File: src/rtl/ihg_pkg.sv
// Shared types, constants and header byte selection for the IPv4 header generator.
package ihg_pkg;

  localparam int unsigned DefaultFifoDepth = 4;
  localparam int unsigned HdrBytes = 20;
  localparam int unsigned CfgIdxW = 3;
  localparam int unsigned CfgDataW = 32;

  localparam logic [4:0] HdrLastIdx = 5'(HdrBytes - 1);

  // Item kinds.
  localparam logic KIND_START = 1'b0;
  localparam logic KIND_PAYLOAD = 1'b1;

  // Register indexes on the configuration port.
  localparam logic [CfgIdxW-1:0] CFG_HDR_WORD0 = 3'd0;
  localparam logic [CfgIdxW-1:0] CFG_HDR_WORD1 = 3'd1;
  localparam logic [CfgIdxW-1:0] CFG_HDR_WORD2 = 3'd2;
  localparam logic [CfgIdxW-1:0] CFG_SRC_ADDR = 3'd3;
  localparam logic [CfgIdxW-1:0] CFG_DST_ADDR = 3'd4;
  localparam logic [CfgIdxW-1:0] CFG_CSUM_EN = 3'd5;

  // One accepted item as it travels through the queue.
  typedef struct packed {
    logic       kind;
    logic [7:0] data;
    logic       last;
  } item_t;

  // Header configuration as seen by the serializer.
  typedef struct packed {
    logic [31:0] word0;
    logic [31:0] word1;
    logic [31:0] word2;
    logic [31:0] src_addr;
    logic [31:0] dst_addr;
    logic        csum_en;
    logic [15:0] csum;
  } hdr_cfg_t;

  // Returns header byte idx (0 to 19), most significant byte of each word first.
  function automatic logic [7:0] hdr_byte(hdr_cfg_t cfg, logic [4:0] idx);
    logic [31:0] w2;
    logic [31:0] word;
    w2 = cfg.csum_en ? {cfg.word2[31:16], cfg.csum} : cfg.word2;
    unique case (idx[4:2])
      3'd0:    word = cfg.word0;
      3'd1:    word = cfg.word1;
      3'd2:    word = w2;
      3'd3:    word = cfg.src_addr;
      3'd4:    word = cfg.dst_addr;
      default: word = '0;
    endcase
    unique case (idx[1:0])
      2'd0:    return word[31:24];
      2'd1:    return word[23:16];
      2'd2:    return word[15:8];
      default: return word[7:0];
    endcase
  endfunction

endpackage

File: src/rtl/ipv4_header_generator.sv
// Top level of the IPv4 header generator: front end, item queue and byte serializer.
//
//   Channel  Direction  Handshake                 Payload
//   in       input      in_valid_i / in_stall_o   kind_i, payload_byte_i, payload_last_i
//   out      output     out_valid_o / out_stall_i out_byte_o, run_last_o, packet_end_o
//   cfg      input      cfg_we_i (no wait)        cfg_index_i, cfg_data_i
//
// A payload item yields one output byte; a start item yields the 20 header bytes, set by the
// serializer's byte counter. Unless the output stalls, sustained rate is one byte per cycle.
// Reset clears the header words to zero, enables the checksum and empties the queue.
// The input stalls only when the item queue is full; the output register lets the
// serializer take the next item whenever the downstream side accepts the current byte.
// The checksum is recomputed through the partial-sum, sum and checksum registers after each write.
module ipv4_header_generator #(
  parameter int unsigned FifoDepth = ihg_pkg::DefaultFifoDepth
) (
  input  logic                          clk_i,
  input  logic                          rst_ni,
  input  logic                          in_valid_i,
  output logic                          in_stall_o,
  input  logic                          kind_i,
  input  logic [7:0]                    payload_byte_i,
  input  logic                          payload_last_i,
  output logic                          out_valid_o,
  input  logic                          out_stall_i,
  output logic [7:0]                    out_byte_o,
  output logic                          run_last_o,
  output logic                          packet_end_o,
  input  logic                          cfg_we_i,
  input  logic [ihg_pkg::CfgIdxW-1:0]   cfg_index_i,
  input  logic [ihg_pkg::CfgDataW-1:0]  cfg_data_i
);

  // Items flow front end -> queue -> serializer; the header settings go straight across.
  logic              push;
  ihg_pkg::item_t    push_item;
  logic              full;
  logic              pop;
  logic              head_valid;
  ihg_pkg::item_t    head_item;
  ihg_pkg::hdr_cfg_t hdr_cfg;

  ihg_front u_front (
    .clk_i          (clk_i),
    .rst_ni         (rst_ni),
    .in_valid_i     (in_valid_i),
    .in_stall_o     (in_stall_o),
    .kind_i         (kind_i),
    .payload_byte_i (payload_byte_i),
    .payload_last_i (payload_last_i),
    .cfg_we_i       (cfg_we_i),
    .cfg_index_i    (cfg_index_i),
    .cfg_data_i     (cfg_data_i),
    .full_i         (full),
    .push_o         (push),
    .push_item_o    (push_item),
    .cfg_o          (hdr_cfg)
  );

  // The queue lets a payload stream keep flowing while a header is still being serialized.
  ihg_fifo #(
    .Depth (FifoDepth)
  ) u_fifo (
    .clk_i        (clk_i),
    .rst_ni       (rst_ni),
    .push_i       (push),
    .push_item_i  (push_item),
    .full_o       (full),
    .pop_i        (pop),
    .head_valid_o (head_valid),
    .head_item_o  (head_item)
  );

  ihg_back u_back (
    .clk_i        (clk_i),
    .rst_ni       (rst_ni),
    .cfg_i        (hdr_cfg),
    .head_valid_i (head_valid),
    .head_item_i  (head_item),
    .pop_o        (pop),
    .out_valid_o  (out_valid_o),
    .out_stall_i  (out_stall_i),
    .out_byte_o   (out_byte_o),
    .run_last_o   (run_last_o),
    .packet_end_o (packet_end_o)
  );

endmodule

File: src/rtl/ihg_front.sv
// Input front end: item acceptance, configuration registers and checksum pipeline.
module ihg_front (
  input  logic                          clk_i,
  input  logic                          rst_ni,
  input  logic                          in_valid_i,
  output logic                          in_stall_o,
  input  logic                          kind_i,
  input  logic [7:0]                    payload_byte_i,
  input  logic                          payload_last_i,
  input  logic                          cfg_we_i,
  input  logic [ihg_pkg::CfgIdxW-1:0]   cfg_index_i,
  input  logic [ihg_pkg::CfgDataW-1:0]  cfg_data_i,
  input  logic                          full_i,
  output logic                          push_o,
  output ihg_pkg::item_t                push_item_o,
  output ihg_pkg::hdr_cfg_t             cfg_o
);

  logic [31:0] word0_q, word1_q, word2_q, src_q, dst_q;
  logic        csum_en_q;
  logic [17:0] sum_a_q, sum_b_q, sum_c_q;
  logic [17:0] sum_a_d, sum_b_d, sum_c_d;
  logic [19:0] sum_q, sum_d;
  logic [16:0] fold1;
  logic [15:0] fold2;
  logic [15:0] csum_q, csum_d;

  assign in_stall_o = full_i;
  assign push_o     = in_valid_i && !full_i;

  // A start item carries no byte of its own; keep the byte anyway, the back end ignores it.
  always_comb begin
    push_item_o.kind = kind_i;
    push_item_o.data = payload_byte_i;
    push_item_o.last = payload_last_i;
  end

  always_ff @(posedge clk_i or negedge rst_ni) begin
    if (!rst_ni) begin
      word0_q   <= '0;
      word1_q   <= '0;
      word2_q   <= '0;
      src_q     <= '0;
      dst_q     <= '0;
      csum_en_q <= 1'b1;
    end else if (cfg_we_i) begin
      unique case (cfg_index_i)
        ihg_pkg::CFG_HDR_WORD0: word0_q   <= cfg_data_i;
        ihg_pkg::CFG_HDR_WORD1: word1_q   <= cfg_data_i;
        ihg_pkg::CFG_HDR_WORD2: word2_q   <= cfg_data_i;
        ihg_pkg::CFG_SRC_ADDR:  src_q     <= cfg_data_i;
        ihg_pkg::CFG_DST_ADDR:  dst_q     <= cfg_data_i;
        ihg_pkg::CFG_CSUM_EN:   csum_en_q <= cfg_data_i[0];
        default: ;
      endcase
    end
  end

  // Three-stage ones-complement sum of the nine header halfwords (checksum field as zero).
  always_comb begin
    sum_a_d = {2'b0, word0_q[31:16]} + {2'b0, word0_q[15:0]} + {2'b0, word1_q[31:16]};
    sum_b_d = {2'b0, word1_q[15:0]} + {2'b0, word2_q[31:16]} + {2'b0, src_q[31:16]};
    sum_c_d = {2'b0, src_q[15:0]} + {2'b0, dst_q[31:16]} + {2'b0, dst_q[15:0]};
    sum_d   = {2'b0, sum_a_q} + {2'b0, sum_b_q} + {2'b0, sum_c_q};
    // Two end-around folds suffice: the sum stays below 2^20.
    fold1   = {1'b0, sum_q[15:0]} + {13'b0, sum_q[19:16]};
    fold2   = fold1[15:0] + {15'b0, fold1[16]};
    csum_d  = ~fold2;
  end

  always_ff @(posedge clk_i or negedge rst_ni) begin
    if (!rst_ni) begin
      sum_a_q <= '0;
      sum_b_q <= '0;
      sum_c_q <= '0;
      sum_q   <= '0;
      csum_q  <= 16'hffff;
    end else begin
      sum_a_q <= sum_a_d;
      sum_b_q <= sum_b_d;
      sum_c_q <= sum_c_d;
      sum_q   <= sum_d;
      csum_q  <= csum_d;
    end
  end

  always_comb begin
    cfg_o.word0    = word0_q;
    cfg_o.word1    = word1_q;
    cfg_o.word2    = word2_q;
    cfg_o.src_addr = src_q;
    cfg_o.dst_addr = dst_q;
    cfg_o.csum_en  = csum_en_q;
    cfg_o.csum     = csum_q;
  end

endmodule

File: src/rtl/ihg_fifo.sv
// Small show-ahead queue between the front end and the serializer.
module ihg_fifo #(
  parameter int unsigned Depth = ihg_pkg::DefaultFifoDepth
) (
  input  logic           clk_i,
  input  logic           rst_ni,
  input  logic           push_i,
  input  ihg_pkg::item_t push_item_i,
  output logic           full_o,
  input  logic           pop_i,
  output logic           head_valid_o,
  output ihg_pkg::item_t head_item_o
);

  localparam int unsigned PtrW = (Depth > 1) ? $clog2(Depth) : 1;
  localparam int unsigned CntW = $clog2(Depth + 1);
  localparam logic [PtrW-1:0] PtrLast = PtrW'(Depth - 1);
  localparam logic [CntW-1:0] CntFull = CntW'(Depth);

  ihg_pkg::item_t        mem_q [Depth];
  logic [PtrW-1:0]       wr_ptr_q, wr_ptr_d;
  logic [PtrW-1:0]       rd_ptr_q, rd_ptr_d;
  logic [CntW-1:0]       cnt_q, cnt_d;

  assign full_o       = (cnt_q == CntFull);
  assign head_valid_o = (cnt_q != '0);
  assign head_item_o  = mem_q[rd_ptr_q];

  always_comb begin
    wr_ptr_d = wr_ptr_q;
    rd_ptr_d = rd_ptr_q;
    cnt_d    = cnt_q;
    if (push_i) begin
      wr_ptr_d = (wr_ptr_q == PtrLast) ? '0 : wr_ptr_q + 1'b1;
    end
    if (pop_i) begin
      rd_ptr_d = (rd_ptr_q == PtrLast) ? '0 : rd_ptr_q + 1'b1;
    end
    if (push_i && !pop_i) begin
      cnt_d = cnt_q + 1'b1;
    end else if (pop_i && !push_i) begin
      cnt_d = cnt_q - 1'b1;
    end
  end

  always_ff @(posedge clk_i or negedge rst_ni) begin
    if (!rst_ni) begin
      wr_ptr_q <= '0;
      rd_ptr_q <= '0;
      cnt_q    <= '0;
    end else begin
      wr_ptr_q <= wr_ptr_d;
      rd_ptr_q <= rd_ptr_d;
      cnt_q    <= cnt_d;
    end
  end

  always_ff @(posedge clk_i) begin
    if (push_i) begin
      mem_q[wr_ptr_q] <= push_item_i;
    end
  end

`ifndef SYNTHESIS
  a_no_push_when_full: assert property (@(posedge clk_i) disable iff (!rst_ni)
    full_o |-> !push_i)
    else $error("ihg_fifo: push into a full queue");

  a_no_pop_when_empty: assert property (@(posedge clk_i) disable iff (!rst_ni)
    !head_valid_o |-> !pop_i)
    else $error("ihg_fifo: pop from an empty queue");
`endif

endmodule

File: src/rtl/ihg_back.sv
// Serializer: turns queued items into header or payload bytes behind an output register.
module ihg_back (
  input  logic              clk_i,
  input  logic              rst_ni,
  input  ihg_pkg::hdr_cfg_t cfg_i,
  input  logic              head_valid_i,
  input  ihg_pkg::item_t    head_item_i,
  output logic              pop_o,
  output logic              out_valid_o,
  input  logic              out_stall_i,
  output logic [7:0]        out_byte_o,
  output logic              run_last_o,
  output logic              packet_end_o
);

  logic       load;
  logic       is_start;
  logic       hdr_done;
  logic [4:0] idx_q, idx_d;
  logic       valid_q, valid_d;
  logic [7:0] byte_q, byte_d;
  logic       run_last_q, run_last_d;
  logic       end_q, end_d;

  assign is_start = (head_item_i.kind == ihg_pkg::KIND_START);
  assign hdr_done = (idx_q == ihg_pkg::HdrLastIdx);
  assign load     = head_valid_i && (!valid_q || !out_stall_i);
  assign pop_o    = load && (!is_start || hdr_done);

  always_comb begin
    idx_d      = idx_q;
    valid_d    = valid_q;
    byte_d     = byte_q;
    run_last_d = run_last_q;
    end_d      = end_q;
    if (load) begin
      valid_d = 1'b1;
      if (is_start) begin
        byte_d     = ihg_pkg::hdr_byte(cfg_i, idx_q);
        run_last_d = hdr_done;
        end_d      = hdr_done && head_item_i.last;
        idx_d      = hdr_done ? '0 : idx_q + 1'b1;
      end else begin
        byte_d     = head_item_i.data;
        run_last_d = 1'b1;
        end_d      = head_item_i.last;
      end
    end else if (!out_stall_i) begin
      valid_d = 1'b0;
    end
  end

  always_ff @(posedge clk_i or negedge rst_ni) begin
    if (!rst_ni) begin
      idx_q   <= '0;
      valid_q <= 1'b0;
    end else begin
      idx_q   <= idx_d;
      valid_q <= valid_d;
    end
  end

  always_ff @(posedge clk_i) begin
    byte_q     <= byte_d;
    run_last_q <= run_last_d;
    end_q      <= end_d;
  end

  assign out_valid_o  = valid_q;
  assign out_byte_o   = byte_q;
  assign run_last_o   = run_last_q;
  assign packet_end_o = end_q;

`ifndef SYNTHESIS
  a_idx_only_in_header: assert property (@(posedge clk_i) disable iff (!rst_ni)
    (idx_q != '0) |-> (head_valid_i && is_start))
    else $error("ihg_back: header index moved without a start item at the head");

  a_end_implies_run_last: assert property (@(posedge clk_i) disable iff (!rst_ni)
    (valid_q && end_q) |-> run_last_q)
    else $error("ihg_back: packet end without last byte of the item");

  a_header_wraps: assert property (@(posedge clk_i) disable iff (!rst_ni)
    (load && is_start && hdr_done) |=> (idx_q == '0))
    else $error("ihg_back: header index did not wrap after the last header byte");
`endif

endmodule

File: config.mk
export PLATFORM = sky130hd
export DESIGN_NAME = ipv4_header_generator
export DESIGN_NICKNAME = d
export VERILOG_FILES = /design/src/rtl/ihg_pkg.sv /design/src/rtl/ipv4_header_generator.sv /design/src/rtl/ihg_front.sv /design/src/rtl/ihg_fifo.sv /design/src/rtl/ihg_back.sv
export SDC_FILE = /design/constraint.sdc
export NUM_CORES = 1
export LEC_CHECK = 0
export BUFFER_PORTS_ARGS = -buffer_cell sky130_fd_sc_hd__buf_2
export CORE_AREA = 5 5 237 239
export CTS_CLUSTER_DIAMETER = 150
export DETAILED_ROUTE_END_ITERATION = 8
export DIE_AREA = 0 0 242 244
export PLACE_DENSITY = 0.46
export SLEW_MARGIN = 20
export SYNTH_ARGS = -nofsm -noshare
export SYNTH_HDL_FRONTEND = slang
export SYNTH_SLANG_ARGS = --single-unit
File: constraint.sdc
create_clock -name clk_i -period 9.7 [get_ports clk_i]
set_input_delay 1.94 -clock clk_i [delete_from_list [all_inputs] [get_ports clk_i]]
set_output_delay 1.94 -clock clk_i [all_outputs]
set_load 0.03 [all_outputs]
### Yosys cells after proc, flatten, opt, wreduce, memory -nomap -nowiden

Memories as Yosys holds them, arrays and structs flattened.
Index checks and enable logic that the tools add are counted.

* add/sub/neg operators: 15
* multiply operators: 0
* div/mod/pow operators: 0
* magnitude comparators: 0
* equality and inequality tests: 16
* shifts and indexed selects: 0
* muxes and demuxes: 14
* bitwise gates (word level): 2
* reductions and logical operators: 25

Operators with widths (count)
* 32-bit case mux with 5 select lines: 1
* 18-bit by 16-bit adder with 18-bit output: 3
* 16-bit by 16-bit adder with 17-bit output: 3
* 8-bit case mux with 3 select lines: 1
* 20-bit by 18-bit adder with 20-bit output: 1
* 18-bit by 18-bit adder with 19-bit output: 1
* 16-bit by 4-bit adder with 17-bit output: 1
* 16-bit by 1-bit adder with 16-bit output: 1
* 16-bit 2-to-1 mux: 1
* 16-bit inverter: 1
* 2-bit AND reduction: 7
* 3-bit by 2-bit equality test with 1-bit output (second input constant): 4
* 3-bit equality test (second input constant): 4
* 8-bit 2-to-1 mux: 1
* 2-bit equality test (second input constant): 3
* 3-bit by 1-bit equality test with 1-bit output (second input constant): 2
* 1-bit logical AND: 6
* 3-bit zero test: 2
* 3-bit 2-to-1 mux: 2
* 5-bit by 1-bit adder with 5-bit output (second input constant): 1
* 5-bit equality test (second input constant): 1
* 1-bit zero test: 5
* 1-bit 2-to-1 mux: 5
* 5-bit 2-to-1 mux: 1
* 11 further kinds: 14

* flip-flop bits (word level): 274
* bits in latches: 0
* memory bits (writable): 40
* ROM bits: 0
* input port bits: 50
* output and inout bits: 12
* word-level logic and storage cells: 92
* memories kept: 1

Memory list
* u_fifo.mem_q: depth 4, width 10, read ports 1, clocked after memory_dff 0, wr ports 1, RTL line ihg_fifo.sv:20 `ihg_pkg::item_t mem_q [Depth];`

### Logic depth before layout (Yosys ltp)

Gate-level depths: netlist of the first run.

* word-level depth: 7
* depth in mapped cells: 19
* depth with buffers taken out: 19

### By module

From an unflattened synthesis of the first run, not the netlist that was laid out.

* cells, all modules: 1406
* area total of the unflattened synthesis: 17559.3 um^2

By module, submodules not included
* ihg_front: instances 1, cells each 1023, area an instance 13279.0 um^2, sequential area each 6302.3 um^2
* ihg_back: instances 1, cells each 294, area an instance 2416.1 um^2, sequential area each 450.4 um^2
* ihg_fifo: instances 1, cells each 89, area an instance 1864.3 um^2, sequential area each 1376.3 um^2

### Worst setup path before layout of the first run

OpenSTA, ideal clock, no wires.

* path type: input-to-reg
* from: in out_stall_i
* to: reg u_fifo.cnt_q[1]
* library setup time: 0.125 ns
* arrival: 3.830 ns
* data required time: 9.575 ns
* path slack: 5.745 ns
* cell stages on the path: 6
* buffers on the path: 0
* cells stage by stage: a21oi_1 -> nand2_1 -> ha_1 -> inv_1 -> fa_1 -> mux2_2

* longest elaborated chain between the ends: 7
* elaborated cells on any way between the ends: 9
* those cells by class: mux: 1; reduce/logical: 8

RTL lines
* from (decl): RTL line ipv4_header_generator.sv:25 `input logic out_stall_i,`
* 1-bit zero test: RTL line ihg_back.sv:27 `assign load = head_valid_i && (!valid_q || !out_stall_i);`
* 1-bit logical OR: RTL line ihg_back.sv:27
* 1-bit logical AND: RTL line ihg_back.sv:27
* 1-bit logical AND: RTL line ihg_back.sv:28 `assign pop_o = load && (!is_start || hdr_done);`
* 1-bit zero test: RTL line ihg_fifo.sv:39 `if (push_i && !pop_i) begin`
* 1-bit logical AND: RTL line ihg_fifo.sv:39
* 3-bit 2-to-1 mux: RTL line ihg_fifo.sv:39
* net u_fifo.cnt_d[1]: RTL line ihg_fifo.sv:23 `logic [CntW-1:0] cnt_q, cnt_d;`
* to (signal assigned): RTL line ihg_fifo.sv:54 `cnt_q <= cnt_d;`
* to (decl): RTL line ihg_fifo.sv:23

The timed path passes the listed nets, and every way through them passes these cells.
A chain may end at the register's enable or synchronous reset.

### Final worst setup path of the first run

* from: reg u_front.word0_q[16]
* to: reg u_front.sum_a_q[15]

* longest elaborated chain between the ends: 2

RTL lines
* from (decl): RTL line ihg_front.sv:19 `logic [31:0] word0_q, word1_q, word2_q, src_q, dst_q;`
* from (signal assigned): RTL line ihg_front.sv:48 `ihg_pkg::CFG_HDR_WORD0: word0_q <= cfg_data_i;`
* 16-bit by 16-bit adder with 17-bit output: RTL line ihg_front.sv:61 `sum_a_d = {2'b0, word0_q[31:16]} + {2'b0, word0_q[15:0]} + {2'b0, word1_q[31:16]};`
* 18-bit by 16-bit adder with 18-bit output: RTL line ihg_front.sv:61
* net u_front.sum_a_d[15]: RTL line ihg_front.sv:22 `logic [17:0] sum_a_d, sum_b_d, sum_c_d;`
* to (signal assigned): RTL line ihg_front.sv:79 `sum_a_q <= sum_a_d;`
* to (decl): RTL line ihg_front.sv:21 `logic [17:0] sum_a_q, sum_b_q, sum_c_q;`

The timed path passes the listed nets, and every way through them passes these cells.

==> results_dict.tcl, run 1 <==
set metrics [dict create \
    drv_cap 0 \
    synth_compound_area_share_pct 14.60 \
    synthesis.nets 1868 \
    clk_latency_ps 570 \
    cts_root_buf "clkbuf_16" \
    num-nets-final 1935 \
    drive_gt1_share_pct 20.34 \
    drc_errors 0 \
    cts_tree "done" \
    outcome "finished clean" \
    finalMaxSlewViolations 0 \
    grt_antenna_before_repair 5 \
    ys_types 75 \
    ys_warn_count 0 \
    rsz0062_at_grt "no" \
    hold_buffers 0 \
    critPathArrivalTime_ps 4880 \
    finalNonFillerCells 2452 \
    tightest_slew_ps 985.3 \
    htreeDepth 2 \
    syn_inst 1658 \
    synth_edf_count 50 \
    grt_max_degree 107 \
    final_core_util_pct 39.41 \
    cts_sinks 314 \
    min_period_over_period_pct 45.40 \
    synth_area_um2 18520 \
    ant_nets 0 \
    setup_ws_ps 5297 \
    hold_violations 0 \
    synth_mux_area_share_pct 13.16 \
    clk_pin_slew_ps 60 \
    first_iter_violations 771 \
    grt_pass1_wl_um 84170 \
    async_reset_ff_share_pct 84.08 \
    cts_buffer_depth 3 \
    cp-start-kind "flop" \
    start_util_pct 34.55 \
    fmax_mhz 227.1 \
    cp_data_required_time_ps 10180 \
    hp-class "reg -> reg" \
    cts_buffers 39 \
    r2r_slack_ps 5300 \
    min_period_ps 4403 \
    post_cts_buffers 0 \
    placed_cells 2380 \
    worstSetupEndpointType "flop" \
    fin_tns_setup_ps 0 \
    grt_usage_pct 18.54 \
    pin_count 62 \
    cts_resized 0 \
    synthAdderAreaFrac_pct 11.22 \
    grt_overflow 0 \
    port_buffers 61 \
    ys_ff_latch 314 \
    wl_um 55220 \
    layout_commonest_cell "dfrtp_1" \
    grt_pass1_vias 13510 \
    dieWidth_um 242 \
    place_hpwl_um 41240 \
    synth-xor-area-share_pct 6.432 \
    setup_viol 0 \
    ys_seq_area_share_pct 43.90 \
    layout_common_cells "dfrtp_1 (247), mux2_2 (168), ha_1 (150), a21oi_1 (113), xnor2_1 (100)" \
    first_pass_iters 5 \
    critPathMaxFanout 4 \
    wl_per_cell_um 22.52 \
    crit_type "reg -> reg" \
    skew_ps 26.91 \
    core_um2 53600 \
    std_cell_rows 85 \
    synthFlopType "dfrtp_1" \
    vias 13120 \
    place_congestion 0.8801 \
    area_growth_syn_to_layout_pct 14.07 \
    maxSlewHeadroom_pct 34.31 \
    synthSimpleGateAreaFrac_pct 8.554 \
    dieArea_um2 59050 \
    post_synth.cell_area_avg_um2 11.17 \
    place_ws_ps 5373 \
    vias_per_cell 5.352 \
    die_h_um 244 \
    synth_top_family_by_area "compound AO/OA/AOI/OAI gates" \
]
==> synth_stat cells, types with 24 or more instances <==
cell	n	area share (%)
a22oi_1	26	1.1
inv_1	53	1.1
nand2_1	94	1.9
xor2_1	36	1.7
dfrtp_1	247	33
a21o_1	49	2.0
xnor2_1	100	4.7
mux2_2	168	10
clkbuf_1	37	0.75
nor2_1	82	1.7
nand3_1	24	0.65
ha_1	150	10
o21bai_1	28	1.1
edfxtp_1	50	8.1
a21oi_1	113	3.1
mux2i_1	32	1.7
o21ai_0	70	1.9
==> cell families (layout without fill, tap and decap cells) <==
kind of cell	Yosys count	after routing
compound gates	409	409
simple gates	325	325
flops	314	314
mux	210	210
fa+ha+maj	160	160
xor+xnor	136	136
buf+inv	104	201
other cells	0	1
==> worst max-delay path: stages (launching register included) <==
cell and delay, ps:
dfrtp_1 370, ha_1 190, inv_1 60, fa_1 420, nor2b_1 130, o21ai_0 110, a21boi_0 650, o21a_1 220
a21oi_1 110, o21bai_1 140, a21oi_1 90, xnor2_1 130, ha_1 330, a21o_1 200, nor2_1 90, nand2_1 90
o211ai_1 190, or3b_2 460, a21oi_1 190, xnor2_1 140
==> routing by layer <==
metal  global-route usage (%)  wire length [µm]  vias up
met5                        0                33        -
met4                    5.472              1462        6
met3                    3.505              2702       86
met2                    29.26             24900      268
met1                    26.11             26130     6521
li1                         -                 -     6243
==> sequential cells by signal (all words and copies together) (netlist names) <==
name,flops
u_front.sum_c_q,18
u_front.src_q,32
u_front.word1_q,32
u_fifo.cnt_q,3
u_fifo.wr_ptr_q,2
u_front.csum_q,16
u_back.out_valid_o,1
u_front.dst_q,32
u_front.sum_q,20
u_front.csum_en_q,1
u_back.packet_end_o,1
u_back.idx_q,5
u_front.sum_b_q,18
u_back.run_last_o,1
u_fifo.mem_q,40
u_front.sum_a_q,18
u_front.word2_q,32
u_back.out_byte_o,8
u_front.word0_q,32
u_fifo.rd_ptr_q,2
==> cell type report <==
type	count	area, µm²
Clock buffer	42	1007
Inverter	53	198.9
Tap cell	696	870.8
Multi-Input combinational cell	1240	10020
Timing Repair Buffer	77	435.4
Fill cell	5182	32480
Antenna cell	1	2.502
Clock inverter	29	454.2
Sequential cell	314	8129
==> final timing paths <==
kind                                            end           startpoint  cells after the start
worst min-delay path              u_front.csum_q[9]     u_front.sum_q[9]                      1
worst max-delay path            u_front.sum_a_q[15]  u_front.word0_q[16]                     19
worst min register to register    u_front.csum_q[9]     u_front.sum_q[9]                      1
worst max register to register  u_front.sum_a_q[15]  u_front.word0_q[16]                     19
min in group asynchronous       u_front.sum_c_q[13]               rst_ni                      1
max in group asynchronous           u_back.idx_q[3]               rst_ni                      3
==> through the flow <==
stage	area [µm²]	hold WS, ps
floorplan	18520	404.6
global placement	19660	435.1
detailed placement	19660	426.6
CTS	21120	435.0
global route	21120	459.9
finish	21120	434.9
Power of run 1 is not shown: default switching activity piles up to over one toggle a cycle in this logic, so the estimate is an artifact.
==> run 2: changes to the inputs <==
--- a/config.mk
+++ b/config.mk
@@ -5,12 +5,13 @@
 export SDC_FILE = /design/constraint.sdc
 export NUM_CORES = 1
 export LEC_CHECK = 0
+export ABC_AREA = 1
 export BUFFER_PORTS_ARGS = -buffer_cell sky130_fd_sc_hd__buf_2
-export CORE_AREA = 5 5 237 239
+export CORE_AREA = 5 5 242 244
 export CTS_CLUSTER_DIAMETER = 150
 export DETAILED_ROUTE_END_ITERATION = 8
-export DIE_AREA = 0 0 242 244
-export PLACE_DENSITY = 0.46
+export DIE_AREA = 0 0 247 249
+export PLACE_DENSITY = 0.47
 export SLEW_MARGIN = 20
 export SYNTH_ARGS = -nofsm -noshare
 export SYNTH_HDL_FRONTEND = slang
==> constraint.sdc (replaced) <==
create_clock -name clk_i -period 4.5 [get_ports clk_i]
set_input_delay 0.9 -clock clk_i [delete_from_list [all_inputs] [get_ports clk_i]]
set_output_delay 0.9 -clock clk_i [all_outputs]
set_load 0.03 [all_outputs]
==> results_dict.tcl, run 2 <==
set metrics [dict create \
    ys_seq_area_share_pct 41.92 \
    dieWidth_um 247 \
    top_register "u_fifo.mem_q" \
    hold_violations 0 \
    rsz0062_at_grt "no" \
    ant_nets 0 \
    synth_most_common_cell "nand2_1" \
    synth_common_cells "nand2_1 (704), o21ai_0 (254), dfrtp_1 (247)" \
    maxSlewHeadroom_pct 27.24 \
    clk_pin_slew_ps 60 \
    cts_buffer_depth 3 \
    grt_usage_pct 21.40 \
    path_buf_inv 0 \
    hold_buffers 0 \
    rr_startpoint "u_front.word0_q[18]" \
    grt_max_degree 114 \
    p_sw_share_pct 48.78 \
    ff2ff_path_depth 15 \
    ys_warn_count 0 \
    first_iter_violations 1240 \
    timing.rr.end "u_front.sum_a_q[16]" \
    syn_inst 2415 \
    finalMaxSlewViolations 0 \
    die_h_um 249 \
    post_synth.cell_area_avg_um2 8.030 \
    critPathArrivalTime_ps 3910 \
    cp.depth 15 \
    leakage_nw 10.76 \
    ys_top_cells_by_area "dfrtp_1 (32%), nand2_1 (14%), ha_1 (9.7%)" \
    synth_edf_count 50 \
    place_congestion 0.9046 \
    cts_sinks 314 \
    largest_reg_flops 40 \
    grt_antenna_before_repair 0 \
    synth_top_cell_area_share_pct 31.87 \
    num-nets-final 2677 \
    synthesis.nets 2625 \
    wl_per_cell_um 20.42 \
    clk_latency_ps 570 \
    start_util_pct 34.59 \
    n_fill_cell 5767 \
    diodes 0 \
    crit_top_cell "nand2_1" \
    min_period_over_period_pct 76.75 \
    drc_errors 0 \
    tightest_slew_ps 1089 \
    hp-class "in -> async" \
    p_comb_share_pct 57.1 \
    crit_type "reg -> reg" \
    dieArea_um2 61500 \
    post_cts_buffers 0 \
    p_int_w 0.009576 \
    worstSetupEndpointType "flop" \
    grt_pass1_vias 16160 \
    final_core_util_pct 38.99 \
    fmax_mhz 289.5 \
    seqPwrFrac_pct 25.4 \
    core_um2 56060 \
    crit_chain "ha_1 -> nand3_1 -> nand2_1 -> nand2_1 -> a21oi_1 -> nand3_1 -> a21boi_0 -> xor2_1 -> ha_1 -> a21oi_1 -> nor2_1 -> nor2_1 -> o221ai_1 -> o21ai_0 -> nand2_1" \
    drv_cap 0 \
    first_pass_iters 5 \
    layout_commonest_cell "nand2_1" \
    synthFlopType "dfrtp_1" \
    fin_tns_setup_ps 0 \
    pin_count 62 \
    htreeDepth 2 \
    switchingPower_w 0.009118 \
    skew_ps 26.19 \
    ir_drop_uv 365.4 \
    cp_data_required_time_ps 4960 \
    place_ws_ps 1082 \
    vias_per_cell 5.092 \
    setup_viol 0 \
    grt_overflow 0 \
    cp-start-kind "flop" \
    r2r_slack_ps 1050 \
    min_period_ps 3454 \
    hold_slack_ps 397.1 \
    cts_resized 0 \
    cts_tree "done" \
    synth.largest_area_cell "dfrtp_1" \
    setup_ws_ps 1046 \
    outcome "finished clean" \
    cts_buffers 38 \
    cpLargestDelayFamily "compound AO/OA/AOI/OAI gates" \
    multi_input_area_um2 10280 \
    wl_um 66420 \
    place_hpwl_um 51800 \
    layout_common_cells "nand2_1 (701), o21ai_0 (254), dfrtp_1 (247), inv_1 (196), nor2_1 (156)" \
    async_reset_ff_share_pct 84.08 \
    ys_types 52 \
    drive_gt1_share_pct 8.050 \
    grt_pass1_wl_um 101100 \
    area_growth_syn_to_layout_pct 12.72 \
    regArea_um2 8129 \
    crit_path_max_incr_delay_ps 410 \
    vias 16560 \
    ys_ff_latch 314 \
    port_buffers 61 \
    synth_area_um2 19390 \
    critPathMaxFanout 4 \
    cts_root_buf "clkbuf_16" \
    power_density_nw_per_um2 855.2 \
    critPathSlowestCell "dfrtp_1" \
    std_cell_rows 87 \
    clkPwrFrac_pct 17.5 \
]
run 2: cell types whose count changed after synthesis, sizes merged, moves of 32 or more:
| cell | before | now |
|---|---|---|
| nand2 | 94 | 720 |
| mux2i | 32 | 0 |
| xnor2 | 100 | 43 |
| a21oi | 113 | 149 |
| mux2 | 168 | 1 |
| nand3 | 24 | 109 |
| xor2 | 36 | 79 |
| inv | 53 | 200 |
| o21ai | 71 | 264 |
| nor2 | 82 | 168 |
run 2: stage by stage:
| stage | power [W] | cell area (µm²) | instances |
|---|---|---|---|
| floorplan | 0.01200 | 19390 | 2415 |
| global placement | 0.01548 | 20530 | 3183 |
| detailed placement | 0.01545 | 20530 | 3183 |
| CTS | 0.01887 | 21860 | 3253 |
| global route | 0.02026 | 21860 | 3253 |
| finish | 0.01869 | 21860 | 3253 |
run 2: how the worst max path moves through the flow:
stage | endpoint | slack (ps) | start
after floorplan | u_front.sum_q[17] | 1560 | u_front.sum_b_q[0]
after global placement | u_front.sum_a_q[17] | 1100 | u_front.word0_q[0]
after detailed placement | u_front.sum_a_q[16] | 1080 | u_front.word0_q[18]
after CTS | u_front.sum_a_q[16] | 1060 | u_front.word0_q[18]
after global routing | u_front.sum_b_q[16] | 670 | u_front.word2_q[16]
final | u_front.sum_a_q[16] | 1050 | u_front.word0_q[18]
run 2: power groups by stage:
stage          clock network [W]  logic (W)  registers (W)
4_1_cts                  0.00336     0.0108        0.00475
3_5_place_dp                   0     0.0107        0.00479
2_1_floorplan                  0    0.00752        0.00448
5_1_grt                  0.00346     0.0120        0.00484
6_report                 0.00327     0.0107        0.00475
3_3_place_gp                   0     0.0107        0.00479
run 2: cells by family (layout without fill, tap and decap cells):
kind of cell             Yosys count  count (layout)  synth area share [%]
flip-flops                       314             314                 41.92
multiplexers                       1               1               0.05806
AND/OR/NAND/NOR                 1061            1061                 22.69
XOR/XNOR                         122             122                 5.510
AO/OA/AOI/OAI                    497             497                 13.91
adder cells (fa/ha/maj)          160             160                 10.71
buffers and inverters            260             342                 5.207
run 2: metal layers:
metal | track usage [%] | wire length [µm]
met5 | 0 | 0
met4 | 7.078 | 2513
met2 | 33.55 | 29750
met1 | 30.71 | 30970
met3 | 2.661 | 3183
run 2: layout make-up:
| type | instances | share of cell area, % |
|---|---|---|
| timing repair buffer | 72 | 1.935 |
| clock buffer | 46 | 4.671 |
| multi-input combinational | 1841 | 47.02 |
| tap | 756 | 4.327 |
| inverter | 200 | 3.446 |
| clock inverter | 24 | 1.408 |
| sequential | 314 | 37.19 |
Note: power is estimated with default switching activity, not from simulation.
==> run 3: changes to the inputs <==
--- a/config.mk
+++ b/config.mk
@@ -5,13 +5,13 @@
 export SDC_FILE = /design/constraint.sdc
 export NUM_CORES = 1
 export LEC_CHECK = 0
-export ABC_AREA = 1
+export ABC_AREA = 0
 export BUFFER_PORTS_ARGS = -buffer_cell sky130_fd_sc_hd__buf_2
-export CORE_AREA = 5 5 242 244
+export CORE_AREA = 5 5 237 239
 export CTS_CLUSTER_DIAMETER = 150
 export DETAILED_ROUTE_END_ITERATION = 8
-export DIE_AREA = 0 0 247 249
-export PLACE_DENSITY = 0.47
+export DIE_AREA = 0 0 242 244
+export PLACE_DENSITY = 0.48
 export SLEW_MARGIN = 20
 export SYNTH_ARGS = -nofsm -noshare
 export SYNTH_HDL_FRONTEND = slang
==> constraint.sdc (replaced) <==
create_clock -name clk_i -period 2.8 [get_ports clk_i]
set_input_delay 0.56 -clock clk_i [delete_from_list [all_inputs] [get_ports clk_i]]
set_output_delay 0.56 -clock clk_i [all_outputs]
set_load 0.03 [all_outputs]
==> results_dict.tcl, run 3 (same netlist as run 1, synthesis figures left out) <==
set metrics [dict create \
    outcome "complete, but fails checks" \
    failed_checks "negative setup slack" \
    vias 14610 \
    critPathArrivalTime_ps 4040 \
    critPathSlowestCell "dfrtp_1" \
    path_buf_inv 0 \
    cp-startpoint "u_front.sum_b_q[0]" \
    core_um2 53600 \
    tightest_slew_ps 631.1 \
    pin_count 62 \
    min_period_ps 3618 \
    skew_ps 22.24 \
    grt_usage_pct 19.64 \
    num-nets-final 2338 \
    drive_gt1_share_pct 42.90 \
    place_congestion 0.8811 \
    drc_errors 0 \
    layout_commonest_cell "buf_4" \
    area_growth_syn_to_layout_pct 35.77 \
    final_core_util_pct 46.90 \
    grt_pass1_vias 15060 \
    dieWidth_um 242 \
    grt_max_degree 62 \
    fmax_mhz 276.4 \
    crit_type "reg -> reg" \
    hp-class "in -> reg" \
    timing.rr.end "u_front.sum_q[19]" \
    crit_path_max_incr_delay_ps 360 \
    wl_um 59370 \
    ant_nets 0 \
    clk_latency_ps 560 \
    first_iter_violations 885 \
    place_hpwl_um 44950 \
    n_fill_cell 5014 \
    drv_cap 0 \
    multi_input_area_um2 11040 \
    rr_startpoint "u_front.sum_b_q[0]" \
    cts_buffers 37 \
    ff2ff_path_depth 16 \
    grt_pass1_wl_um 90010 \
    regArea_um2 8132 \
    setup_ws_ps -817.7 \
    clk_pin_slew_ps 60 \
    worstHoldStart "out_stall_i" \
    min_path_cells 3 \
    maxSlewHeadroom_pct 57.92 \
    std_cell_rows 85 \
    setup_viol 42 \
    finalMaxSlewViolations 0 \
    htreeDepth 2 \
    cp_data_required_time_ps 3220 \
    wl_per_cell_um 20.83 \
    largest_reg_flops 40 \
    top_register "u_fifo.mem_q" \
    port_buffers 61 \
    cpLargestDelayFamily "compound AO/OA/AOI/OAI gates" \
    hold_violations 0 \
    crit_chain "ha_2 -> fa_2 -> a21o_1 -> a211oi_2 -> o21ai_1 -> nand2_1 -> xnor2_1 -> ha_1 -> a21o_1 -> o21bai_1 -> or3_1 -> o211ai_1 -> a21boi_1 -> o21a_1 -> o21ai_1 -> a21oi_1" \
    cts_sinks 314 \
    die_h_um 244 \
    cp-start-kind "flop" \
    holdPathEnd "u_back.out_valid_o" \
    cts_buffer_depth 3 \
    layout_common_cells "buf_4 (386), dfrtp_1 (245), mux2_2 (168), ha_1 (136), xnor2_1 (86)" \
    critPathMaxFanout 3 \
    grt_overflow 0 \
    first_pass_iters 5 \
    grt_antenna_before_repair 2 \
    vias_per_cell 5.125 \
    rsz0062_at_grt "yes" \
    cts_tree "done" \
    start_util_pct 34.55 \
    min_period_over_period_pct 129.2 \
    cts_root_buf "clkbuf_16" \
    r2r_slack_ps -820 \
    dieArea_um2 59050 \
    worstSetupEndpointType "flop" \
]
-- run 3: what timing repair did --
| item | in CTS | in global routing |
|---|---|---|
| cloned | 0 | 1 |
| pin swaps | 121 | 95 |
| hold buffers | 1 | 0 |
| buffers inserted | 23 | 22 |
| endpoints found under the hold margin | 55 | 0 |
| endpoints found under the setup margin | 59 | 56 |
| resized for setup | 110 | 92 |
-- run 3: layout make-up --
cell class	instances	area share, %
sequential	314	32.34
inverter	53	0.7913
timing repair buffer	482	14.75
tap	696	3.464
multi-input combinational	1240	43.92
antenna	1	0.009953
clock buffer	51	4.136
clock inverter	14	0.5922
-- run 3: worst register-to-register path: cells and delay by family (launching register included) --
kind            cells  cell delay, ps
fa+ha+maj           3             800
simple gates        2             450
xor+xnor            1             130
flops               1             360
compound gates     10            1730
-- run 3: worst max-delay path by stage --
stage / cells after the start / to / slack, ps
floorplan: 17 / u_front.sum_c_q[16] / -590
global placement: 16 / u_front.sum_q[19] / -820
detailed placement: 16 / u_front.sum_q[19] / -840
CTS: 16 / u_front.sum_c_q[17] / -790
global route: 17 / u_front.sum_q[17] / -1030
finish: 16 / u_front.sum_q[19] / -820
-- run 3: layer usage --
layer	vias to the layer above	global-route usage [%]	share of wire, %
met5	-	0	0
met4	0	4.867	1.9
met3	74	2.359	3.6
met2	233	32.77	47
met1	7270	27.44	47
li1	7034	-	-
-- run 3: per-stage QoR --
step           setup slack (ps)  instances  instance area, µm²  hold WS [ps]  TNS (ps)
2_1_floorplan            -588.5       1658               18700         264.4     -9297
3_3_place_gp             -822.8       2752               22760         436.0    -25710
3_5_place_dp             -843.7       2752               22760         453.7    -26250
4_1_cts                  -793.2       2832               24520         170.6    -21980
5_1_grt                   -1035       2850               25140         198.0    -29360
6_report                 -817.7       2851               25140         209.0    -22210
Power of run 3 is left out for the same reason.
